[src/hdl/ptsched_pkg.sv]
// ----------------------------------------------------------------------------
// ptsched_pkg
// Shared types, codes and helpers of the priority task scheduler.
// ----------------------------------------------------------------------------
package ptsched_pkg;

    localparam int TASK_COUNT_DEF = 5;
    localparam int IDX_W_MAX      = 4;
    localparam logic [7:0] PRIO_MAP_RESET = 8'd233;

    typedef enum logic [1:0] {
        ST_READY   = 2'd0,
        ST_RUNNING = 2'd1,
        ST_BLOCKED = 2'd2
    } t_status;

    typedef enum logic [1:0] {
        ACT_TICK  = 2'd0,
        ACT_SLEEP = 2'd1,
        ACT_YIELD = 2'd2
    } t_action;

    typedef enum logic [2:0] {
        S_IDLE,
        S_APPLY,
        S_WAKE,
        S_SCAN,
        S_FINISH
    } t_state;

    typedef struct packed {
        logic load;
        logic apply;
        logic wake;
        logic scan;
        logic finish;
    } t_dp_cmd;

    typedef struct packed {
        logic is_tick;
        logic wake_last;
        logic scan_last;
    } t_dp_sts;

    // two-bit priority of a worker; workers past the fourth get zero
    function automatic logic [1:0] worker_prio(input logic [7:0] map,
                                               input logic [IDX_W_MAX-1:0] idx);
        logic [1:0] p;
        p = 2'd0;
        if (idx < IDX_W_MAX'(4)) begin
            p = map[{idx[1:0], 1'b0} +: 2];
        end
        return p;
    endfunction

endpackage

[src/hdl/ptsched_ctrl.sv]
// ----------------------------------------------------------------------------
// ptsched_ctrl
// Sequencer: apply the action, sweep wake checks on a tick, scan workers, commit.
// ----------------------------------------------------------------------------
module ptsched_ctrl (
    input  logic                 i_clk,
    input  logic                 i_rst_n,
    input  logic                 i_start,
    input  ptsched_pkg::t_dp_sts i_sts,
    output ptsched_pkg::t_dp_cmd o_cmd,
    output logic                 o_busy,
    output logic                 o_valid
);

    ptsched_pkg::t_state r_state, n_state;
    logic                r_valid;

    always_ff @(posedge i_clk) begin
        if (!i_rst_n) begin
            r_state <= ptsched_pkg::S_IDLE;
            r_valid <= 1'b0;
        end else begin
            r_state <= n_state;
            r_valid <= (r_state == ptsched_pkg::S_FINISH);
        end
    end

    always_comb begin
        n_state = r_state;
        o_cmd   = '0;
        case (r_state)
            ptsched_pkg::S_IDLE: begin
                if (i_start) begin
                    o_cmd.load = 1'b1;
                    n_state    = ptsched_pkg::S_APPLY;
                end
            end
            ptsched_pkg::S_APPLY: begin
                o_cmd.apply = 1'b1;
                n_state     = i_sts.is_tick ? ptsched_pkg::S_WAKE : ptsched_pkg::S_SCAN;
            end
            ptsched_pkg::S_WAKE: begin
                o_cmd.wake = 1'b1;
                if (i_sts.wake_last) begin
                    n_state = ptsched_pkg::S_SCAN;
                end
            end
            ptsched_pkg::S_SCAN: begin
                o_cmd.scan = 1'b1;
                if (i_sts.scan_last) begin
                    n_state = ptsched_pkg::S_FINISH;
                end
            end
            ptsched_pkg::S_FINISH: begin
                o_cmd.finish = 1'b1;
                n_state      = ptsched_pkg::S_IDLE;
            end
            default: begin
                n_state = ptsched_pkg::S_IDLE;
            end
        endcase
    end

    assign o_busy  = (r_state != ptsched_pkg::S_IDLE);
    assign o_valid = r_valid;

    a_valid_not_busy: assert property (@(posedge i_clk) disable iff (!i_rst_n)
        o_valid |-> !o_busy)
        else $error("result word shown while busy");

    a_valid_after_finish: assert property (@(posedge i_clk) disable iff (!i_rst_n)
        o_valid |-> $past(r_state == ptsched_pkg::S_FINISH))
        else $error("result word without commit");

    a_finish_to_valid: assert property (@(posedge i_clk) disable iff (!i_rst_n)
        (r_state == ptsched_pkg::S_FINISH) |=> o_valid)
        else $error("commit without result word");

endmodule

[src/hdl/ptsched_dp.sv]
// ----------------------------------------------------------------------------
// ptsched_dp
// Task table, tick counter, wake compare and round-robin priority scan.
// ----------------------------------------------------------------------------
module ptsched_dp #(
    parameter int TASK_COUNT = ptsched_pkg::TASK_COUNT_DEF
) (
    input  logic                 i_clk,
    input  logic                 i_rst_n,
    input  ptsched_pkg::t_dp_cmd i_cmd,
    output ptsched_pkg::t_dp_sts o_sts,
    input  logic                 i_cfg_we,
    input  logic [7:0]           i_priority_map,
    input  logic [1:0]           i_action,
    input  logic [31:0]          i_sleep_ticks,
    output logic [2:0]           o_running_task,
    output logic [4:0]           o_ready_mask,
    output logic [4:0]           o_blocked_mask,
    output logic [31:0]          o_tick_value
);

    localparam int IW      = $clog2(TASK_COUNT);
    localparam int WORKERS = TASK_COUNT - 1;
    localparam logic [IW-1:0] IDLE_ID    = IW'(TASK_COUNT - 1);
    localparam logic [IW-1:0] LAST_WRK   = IW'(WORKERS - 1);
    localparam logic [IW-1:0] FIRST_IDLE = IW'(1 % WORKERS);

    logic [7:0]          r_map;
    logic [1:0]          r_action;
    logic [31:0]         r_delay;
    logic [31:0]         r_tick;
    logic [IW-1:0]       r_cur;
    ptsched_pkg::t_status r_status [TASK_COUNT];
    logic [31:0]         r_wake [TASK_COUNT];
    logic [IW-1:0]       r_widx;
    logic [IW-1:0]       r_sidx;
    logic [IW-1:0]       r_scnt;
    logic                r_found;
    logic [1:0]          r_best;
    logic [IW-1:0]       r_chosen;

    logic [IW-1:0]       scan_first;
    logic [1:0]          scan_prio;
    logic                scan_take;
    logic [TASK_COUNT-1:0] running_vec;

    // round-robin start: the worker after the running one, or worker 1 when the idle task runs
    always_comb begin
        if (r_cur == IDLE_ID) begin
            scan_first = FIRST_IDLE;
        end else if (r_cur == LAST_WRK) begin
            scan_first = '0;
        end else begin
            scan_first = r_cur + IW'(1);
        end
    end

    assign scan_prio = ptsched_pkg::worker_prio(r_map, ptsched_pkg::IDX_W_MAX'(r_sidx));
    assign scan_take = (r_status[r_sidx] == ptsched_pkg::ST_READY) &&
                       (!r_found || (scan_prio > r_best));

    always_ff @(posedge i_clk) begin
        if (!i_rst_n) begin
            r_map  <= ptsched_pkg::PRIO_MAP_RESET;
            r_tick <= '0;
            r_cur  <= '0;
            for (int i = 0; i < TASK_COUNT; i++) begin
                r_status[i] <= ptsched_pkg::ST_READY;
            end
        end else begin
            if (i_cfg_we) begin
                r_map <= i_priority_map;
            end
            if (i_cmd.apply) begin
                if (r_action == ptsched_pkg::ACT_TICK) begin
                    r_tick <= r_tick + 32'd1;
                end
                if (r_action == ptsched_pkg::ACT_SLEEP && r_cur != IDLE_ID) begin
                    r_wake[r_cur]   <= r_tick + r_delay;
                    r_status[r_cur] <= ptsched_pkg::ST_BLOCKED;
                end else if (r_status[r_cur] == ptsched_pkg::ST_RUNNING) begin
                    r_status[r_cur] <= ptsched_pkg::ST_READY;
                end
            end
            if (i_cmd.wake) begin
                if (r_status[r_widx] == ptsched_pkg::ST_BLOCKED &&
                    r_tick >= r_wake[r_widx]) begin
                    r_status[r_widx] <= ptsched_pkg::ST_READY;
                end
            end
            if (i_cmd.finish) begin
                r_cur              <= r_chosen;
                r_status[r_chosen] <= ptsched_pkg::ST_RUNNING;
            end
        end
    end

    // command latch at load; scan and sweep bookkeeping, initialized by the apply step
    always_ff @(posedge i_clk) begin
        if (i_cmd.load) begin
            r_action <= i_action;
            r_delay  <= i_sleep_ticks;
        end
        if (i_cmd.apply) begin
            r_widx   <= '0;
            r_sidx   <= scan_first;
            r_scnt   <= '0;
            r_found  <= 1'b0;
            r_best   <= '0;
            r_chosen <= IDLE_ID;
        end
        if (i_cmd.wake && !o_sts.wake_last) begin
            r_widx <= r_widx + IW'(1);
        end
        if (i_cmd.scan) begin
            if (scan_take) begin
                r_found  <= 1'b1;
                r_best   <= scan_prio;
                r_chosen <= r_sidx;
            end
            r_sidx <= (r_sidx == LAST_WRK) ? '0 : r_sidx + IW'(1);
            if (!o_sts.scan_last) begin
                r_scnt <= r_scnt + IW'(1);
            end
        end
    end

    assign o_sts.is_tick   = (r_action == ptsched_pkg::ACT_TICK);
    assign o_sts.wake_last = (r_widx == IDLE_ID);
    assign o_sts.scan_last = (r_scnt == LAST_WRK);

    for (genvar g = 0; g < 5; g++) begin : g_mask
        if (g < TASK_COUNT) begin : g_on
            assign o_ready_mask[g]   = (r_status[g] == ptsched_pkg::ST_READY);
            assign o_blocked_mask[g] = (r_status[g] == ptsched_pkg::ST_BLOCKED);
        end else begin : g_off
            assign o_ready_mask[g]   = 1'b0;
            assign o_blocked_mask[g] = 1'b0;
        end
    end

    for (genvar g = 0; g < TASK_COUNT; g++) begin : g_run
        assign running_vec[g] = (r_status[g] == ptsched_pkg::ST_RUNNING);
    end

    assign o_running_task = 3'(r_cur);
    assign o_tick_value   = r_tick;

    a_one_running: assert property (@(posedge i_clk) disable iff (!i_rst_n)
        $onehot0(running_vec))
        else $error("more than one task running");

    a_idle_awake: assert property (@(posedge i_clk) disable iff (!i_rst_n)
        r_status[IDLE_ID] != ptsched_pkg::ST_BLOCKED)
        else $error("idle task blocked");

    a_commit_runs: assert property (@(posedge i_clk) disable iff (!i_rst_n)
        i_cmd.finish |=> (r_status[r_cur] == ptsched_pkg::ST_RUNNING))
        else $error("selected task not running");

endmodule

[src/hdl/priority_task_scheduler.sv]
// ----------------------------------------------------------------------------
// priority_task_scheduler
// Selects the running task among four workers and an idle task on tick,
// sleep and yield commands, by priority with round-robin tie order.
// ----------------------------------------------------------------------------
//  channel   handshake                    word
//  command   start, busy                  i_action, i_sleep_ticks
//  result    o_valid (one-cycle strobe)   o_running_task, o_ready_mask,
//                                         o_blocked_mask, o_tick_value
//  config    i_cfg_valid, o_cfg_ready     i_priority_map
//
//  A command applies its action, sweeps one wake compare per task entry on a
//  tick only, scans the workers and commits; the result strobe follows the
//  commit in the next cycle, in which a new command may already be taken.
//  The scan walks one worker per cycle through a single priority compare.
//  Synchronous active-low reset: all tasks ready, task0 current, tick zero.
//  Results cannot be stalled; config is taken whenever the block is idle.
// ----------------------------------------------------------------------------
module priority_task_scheduler #(
    parameter int TASK_COUNT = ptsched_pkg::TASK_COUNT_DEF
) (
    input  logic        i_clk,
    input  logic        i_rst_n,
    input  logic        start,
    output logic        busy,
    input  logic [1:0]  i_action,
    input  logic [31:0] i_sleep_ticks,
    output logic        o_valid,
    output logic [2:0]  o_running_task,
    output logic [4:0]  o_ready_mask,
    output logic [4:0]  o_blocked_mask,
    output logic [31:0] o_tick_value,
    input  logic        i_cfg_valid,
    output logic        o_cfg_ready,
    input  logic [7:0]  i_priority_map
);

    ptsched_pkg::t_dp_cmd cmd;
    ptsched_pkg::t_dp_sts sts;

    assign o_cfg_ready = !busy;

    ptsched_ctrl u_ctrl (
        .i_clk   (i_clk),
        .i_rst_n (i_rst_n),
        .i_start (start),
        .i_sts   (sts),
        .o_cmd   (cmd),
        .o_busy  (busy),
        .o_valid (o_valid)
    );

    ptsched_dp #(
        .TASK_COUNT (TASK_COUNT)
    ) u_dp (
        .i_clk          (i_clk),
        .i_rst_n        (i_rst_n),
        .i_cmd          (cmd),
        .o_sts          (sts),
        .i_cfg_we       (i_cfg_valid && o_cfg_ready),
        .i_priority_map (i_priority_map),
        .i_action       (i_action),
        .i_sleep_ticks  (i_sleep_ticks),
        .o_running_task (o_running_task),
        .o_ready_mask   (o_ready_mask),
        .o_blocked_mask (o_blocked_mask),
        .o_tick_value   (o_tick_value)
    );

endmodule

[config.mk]
export PLATFORM = sky130hd
export DESIGN_NAME = priority_task_scheduler
export DESIGN_NICKNAME = d
export VERILOG_FILES = /design/src/hdl/ptsched_pkg.sv /design/src/hdl/ptsched_ctrl.sv /design/src/hdl/ptsched_dp.sv /design/src/hdl/priority_task_scheduler.sv
export SDC_FILE = /design/constraint.sdc
export NUM_CORES = 1
export LEC_CHECK = 0
export BUFFER_PORTS_ARGS = -buffer_cell sky130_fd_sc_hd__buf_2
export CAP_MARGIN = 20
export CORE_MARGIN = 1.5
export CORE_UTILIZATION = 50
export DETAILED_ROUTE_END_ITERATION = 12
export PLACE_DENSITY = 0.66
export SLEW_MARGIN = 10
export SYNTH_ARGS = -nofsm -noshare
export SYNTH_HDL_FRONTEND = slang
export SYNTH_HIERARCHICAL = 1
export SYNTH_SLANG_ARGS = --single-unit
[constraint.sdc]
create_clock -name i_clk -period 11.75 [get_ports i_clk]
set_clock_uncertainty 0.05 [all_clocks]
set_input_delay 1.175 -clock i_clk [delete_from_list [all_inputs] [get_ports i_clk]]
set_output_delay 1.175 -clock i_clk [all_outputs]
set_load 0.1 [all_outputs]
Yosys cells after proc, flatten, opt, wreduce, memory -nomap -nowiden
Memories as Yosys holds them, arrays and structs flattened. A register that Yosys moved wholly into a read port is not among the register bits.
Index checks and enable logic that the tools add are counted.
{"block": "totals", "n_memories": 2, "reg_bits": 96, "output_inout_bits": 48, "ramBits": 170, "elab_cells": 135}
{"block": "classes", "muxes": 63, "bitwise_logic": 1, "shift": 1, "n_reduce_logical": 25, "n_lt_le_gt_ge": 3, "eq_ne": 21, "add_sub_neg": 6}
{"name": "u_dp.r_wake", "depth": 5, "word_bits": 32, "rd": 1, "rd_ports_with_merged_regs": 1, "write_ports": 1, "line_no": "ptsched_dp.sv:34", "source": "logic [31:0] r_wake [TASK_COUNT];"}
{"name": "u_dp.r_status", "depth": 5, "word_bits": 2, "rd": 8, "rd_ports_with_merged_regs": 3, "write_ports": 5, "line_no": "ptsched_dp.sv:33", "source": "ptsched_pkg::t_status r_status [TASK_COUNT];"}
{"operator": "$mux 3", "count": 24}
{"operator": "$add 32x1->32 const B", "count": 1}
{"operator": "$add 32x32->32", "count": 1}
{"operator": "$ge 32x32->1", "count": 1}
{"operator": "$mux 1", "count": 30}
{"operator": "$mux 2", "count": 8}
{"operator": "$eq 3x2->1 const B", "count": 5}
{"operator": "$logic_not 2->1", "count": 7}
{"operator": "$add 3x1->3 const B", "count": 4}
{"operator": "$eq 2x2->1 const B", "count": 6}
{"operator": "$pmux 3 s4", "count": 1}
{"operator": "$eq 3x3->1 const B", "count": 3}
{"operator": "$shiftx 8x4->2", "count": 1}
{"operator": "$reduce_or 2->1", "count": 3}
{"operator": "$logic_and 1x1->1", "count": 5}
{"operator": "$eq 2x1->1 const B", "count": 2}
{"operator": "$ne 2x2->1 const B", "count": 2}
{"operator": "$reduce_bool 2->1", "count": 2}
{"operator": "$eq 3x1->1 const B", "count": 1}
{"operator": "$logic_not 1->1", "count": 3}
{"operator": "$logic_not 3->1", "count": 1}
{"operator": "$lt 3x3->1 const B", "count": 1}
{"operator": "$ne 3x3->1 const B", "count": 1}
{"operator": "$reduce_and 3->1", "count": 1}
{"operator": "other kinds (6)", "count": 6}

Longest topological paths before layout
{"block": "logic_depth", "word_depth": 11, "depth_mapped": 13}

By module
The synthesis kept the hierarchy.
{"mod": "ptsched_dp", "area_per_inst_um2": 13261.5, "cells_per_inst": 1019, "n_inst": 1}
{"mod": "ptsched_ctrl", "area_per_inst_um2": 225.2, "cells_per_inst": 22, "n_inst": 1}
{"mod": "priority_task_scheduler", "area_per_inst_um2": 10.0, "cells_per_inst": 2, "n_inst": 1}

Worst setup path before layout
No wires, ideal clock.
{"block": "synth_timing", "path_kind": "reg-to-reg", "from": "register u_dp.r_cur[0], in the netlist u_dp/o_running_task[0]", "to": "memory u_dp.r_wake[2][0] (enable)", "stages_incl_launch_ff": 8, "path_buffers": 1, "arrival_time_ns": 3.567, "synth_period_minus_slack_ns": 4.039, "setup_slack_ns": 7.711, "setup_time_ns": 0.423, "path_cell_list": "dfxtp_1 > clkbuf_1 > inv_1 > ha_1 > nand2_1 > and3b_1 > nand3_1 > nor2_1"}
{"block": "synth_between", "elab_chain_cells": 6}
{"element": "from (decl)", "line_no": "ptsched_dp.sv:32", "source": "logic [IW-1:0] r_cur;"}
{"element": "from (signal assigned)", "line_no": "ptsched_dp.sv:92", "source": "r_cur <= r_chosen;"}
{"element": "$ne 3x3->1", "line_no": "ptsched_dp.sv:78", "source": "if (r_action == ptsched_pkg::ACT_SLEEP && r_cur != IDLE_ID) begin"}
{"element": "$logic_and 1x1->1", "line_no": "ptsched_dp.sv:78"}
{"element": "$mux 1", "line_no": "ptsched_dp.sv:78"}
{"element": "$mux 1", "line_no": "ptsched_dp.sv:74", "source": "if (i_cmd.apply) begin"}
{"element": "$mux 1", "line_no": "ptsched_dp.sv:63", "source": "if (!i_rst_n) begin"}
{"element": "$mux 1 (implied by the code)", "line_no": "ptsched_dp.sv:79", "source": "r_wake[r_cur] <= r_tick + r_delay;"}
{"element": "to (decl)", "line_no": "ptsched_dp.sv:34"}
Parallel ways exist; a longest one is shown, timed or not.

==> impl_metrics.ini <==
[outcome]
status = finished, final reports clean

[placement]
port_buffers = 93
dp_hpwl_mm = 20.0
dp.cells = 1446
place_congestion = 0.881

[pwr]
switching_share = 0.252
combinationalPowerShare = 0.155
intPower_w = 0.00180
p_per_area_nw_per_um2 = 158
power.switching_w = 0.000607
p_leak_nw = 5.90
p_total_w = 0.00241
clkPwrFrac = 0.369
p_seq_frac = 0.476
irDropWorstVdd_mv = 0.100

[synth]
yosysMostFrequentCell = edfxtp_1
syn_area_um2 = 13500
synthFlopType = edfxtp_1
synth.top_cell.area_share = 0.445
synth_edf_count = 200
ys_seq_area_frac = 0.565
synth-async-reset-ratio = 0
yosys-top-cells-area = edfxtp_1 (44%), dfxtp_1 (12%), ha_1 (6.7%), mux4_2 (6.2%), mux2i_1 (3.2%)
ys_ff_latch = 281
synthTopCellsByCount = edfxtp_1 (200), dfxtp_1 (81), ha_1 (72), nand2_1 (52), nor2_1 (50)
postSynthCellCount = 1043
avgSynthCellArea_um2 = 12.9
synth_top_area_cell = edfxtp_1
yosysWarnings = 6
syn-num-nets = 1162
synth_cell_type_count = 78

[grt]
grt_max_degree = 65
overflow = 0
grt_pass1_wl_mm = 46.6
grt_use_total = 0.213
grt_pass1_vias = 8480
antenna_found_initial = 0

[critical_path]
critical_path_depth = 12
arrival_ns = 4.78
rr_worst_depth = 12
critPathMaxStageDelay_ns = 0.62
required_ns = 12.17
critPathCapture = u_dp/r_status[6][1]
endpoint_kind = flop
path_class = flop to flop
path_cells = buf_4, mux4_2, mux2_2, ha_1, nand2b_1, a21o_1, a211o_1, a21oi_1, o311ai_0, a41oi_1, nor3_2, a311oi_2
r2r_slack_ns = 7.39
crit_buf_inv = 1
crit_family = compound AO/OA/AOI/OAI gates
slowest_stage = dfxtp_2
start_kind = flop
critPathMaxFanout = 22
r2r-end = u_dp/r_status[6][1]

[sta]
setup_tns_ns = 0
setup_viol = 0
tightest_slew_ns = 0.986
slew_violations = 0
fin_hold_ws_ns = 0.408
rsz0062_at_grt = no
fin_crit_sh = 0.371
maxSlewHeadroom = 0.342
finalHoldViolations = 0
fmax_mhz = 230
min_period_ns = 4.36

[cts]
cts_buffer_depth = 3
root_buffer = clkbuf_16
cts_buffers = 30
path_clk_slew_ns = 0.06
cts_tree = built
htreeDepth = 1
post_cts_resized = 0
cts_hold_buffers = 0
clock_latency_ns = 0.56
post_cts_buffers = 0
cts_sinks = 281

[drt]
via_per_inst = 5.68
drtIter0Drc = 549
dr.pass1.iters = 5
wl_per_cell_um = 19.5
drc_errors = 0
wl_mm = 29.3
drt.antenna.violating_nets = 0
routed-via-count = 8529

[final_layout]
final_layout_size_suffix_gt1_frac = 0.190
fin_nets = 1262
diodes = 0
syn2layout_area_growth_pct = 13.2
final_util = 0.581
finalNonFillerCells = 1502
fill_cells = 2109

[die]
start_util = 0.514
die_x_um = 167
die_area_um2 = 28000
io_pins = 94
row_count = 59
core-area_um2 = 26300
die_y_um = 167

[flow_run]
max-cap-violations = 0

[worst_hold_path]
hp-start = u_dp/r_found
hp-class = flop to flop
-- placed cells by master, fill, tap and decap left out, types with 4 or more instances in the layout --
cell type / count
edfxtp_1: 200
buf_2: 93
dfxtp_1: 79
ha_1: 72
nand2_1: 52
nor2_1: 45
inv_1: 44
o21ai_0: 44
a21oi_1: 44
mux2i_1: 43
xnor2_1: 39
mux4_2: 37
clkbuf_16: 31
and2_1: 28
nand3_1: 28
a21o_1: 25
nor2b_1: 18
nand4_1: 16
a31oi_1: 16
clkbuf_1: 13
or3_1: 13
nor3_1: 13
a211oi_1: 12
and3_1: 11
xor2_1: 11
buf_4: 10
nand2b_1: 9
a21boi_0: 8
nor3b_1: 7
mux2_2: 7
clkinv_2: 5
nand3b_1: 5
o31ai_1: 5
nor3_2: 5
o21a_1: 4
and4_1: 4
-- through the flow --
step           area (um2)  worst slack [ns]
2_1_floorplan       13500              7.71
4_1_cts             15300              7.30
5_1_grt             15300              7.09
6_report            15300              7.39
3_3_place_gp        14300              7.43
3_5_place_dp        14300              7.35
-- layout make-up --
cell class              instances  area, um2  area share
clock inverters                 9       66.3     0.00434
clock buffers                  47        866      0.0567
flip-flops and latches        281       7630       0.499
inverters                      45        169      0.0111
multi-input cells             681       5570       0.364
well taps                     335        419      0.0274
repair buffers                104        561      0.0367
-- power by group through the flow --
| stage | clock, W | sequential, W | combinational [W] |
|---|---|---|---|
| after global routing | 0.000952 | 0.00115 | 0.000415 |
| after detailed placement | 0 | 0.00117 | 0.000377 |
| after floorplan | 0 | 0.00115 | 0.000305 |
| after CTS | 0.000915 | 0.00115 | 0.000380 |
| final | 0.000890 | 0.00115 | 0.000374 |
| after global placement | 0 | 0.00117 | 0.000371 |
-- logic make-up (layout without fill, tap and decap cells) --
kind of cell	after synthesis	in the layout	share of synthesized area
flip-flops	281	281	0.565
AND/OR/NAND/NOR	276	276	0.114
XOR/XNOR	50	50	0.0324
buffers and inverters	81	205	0.0243
multiplexers	88	88	0.101
adder cells (fa/ha/maj)	73	73	0.0682
AO/OA/AOI/OAI	194	194	0.0958
-- state kept, by name, summed over array words and instances, names as in the netlist, named ones only --
register,count
u_dp/r_map,8
u_dp/o_tick_value,32
u_dp/r_widx,3
u_dp/r_wake,160
u_dp/r_status,16
u_dp/r_action,2
u_dp/r_delay,32
u_dp/r_scnt,3
u_dp/r_sidx,3
u_ctrl/o_valid,1
u_dp/r_chosen,3
u_ctrl/r_state,3
u_dp/r_found,1
u_dp/r_best,2
u_dp/o_running_task,3
-- worst register-to-register path, cell delays in order (launching register included) --
cell      delay (ns)
dfxtp_2         0.62
buf_4           0.50
mux4_2          0.57
mux2_2          0.28
ha_1            0.26
nand2b_1        0.14
a21o_1          0.18
a211o_1         0.29
a21oi_1         0.19
o311ai_0        0.17
a41oi_1         0.55
nor3_2          0.20
a311oi_2        0.29
-- metal layers --
metal  part of all wire  global-route usage  vias to the layer above  wire [um]
li1                   -                   -                     4158          -
met1               0.46               0.295                     4130      13500
met2               0.48               0.353                      212      14000
met3              0.048              0.0317                       29       1390
met4              0.015              0.0541                        0        427
met5                  0                   0                        -          0
-- worst min-delay path by stage --
stage	end	slack, ns	cells after the start
finish	u_dp/r_found	0.41	1
CTS	u_dp/r_found	0.41	1
global placement	u_dp/r_found	0.39	1
global route	u_dp/r_scnt[2]	0.42	1
detailed placement	u_dp/r_found	0.40	1
floorplan	u_dp/r_found	0.38	1
No activity file was read; power rests on OpenSTA's default activity.
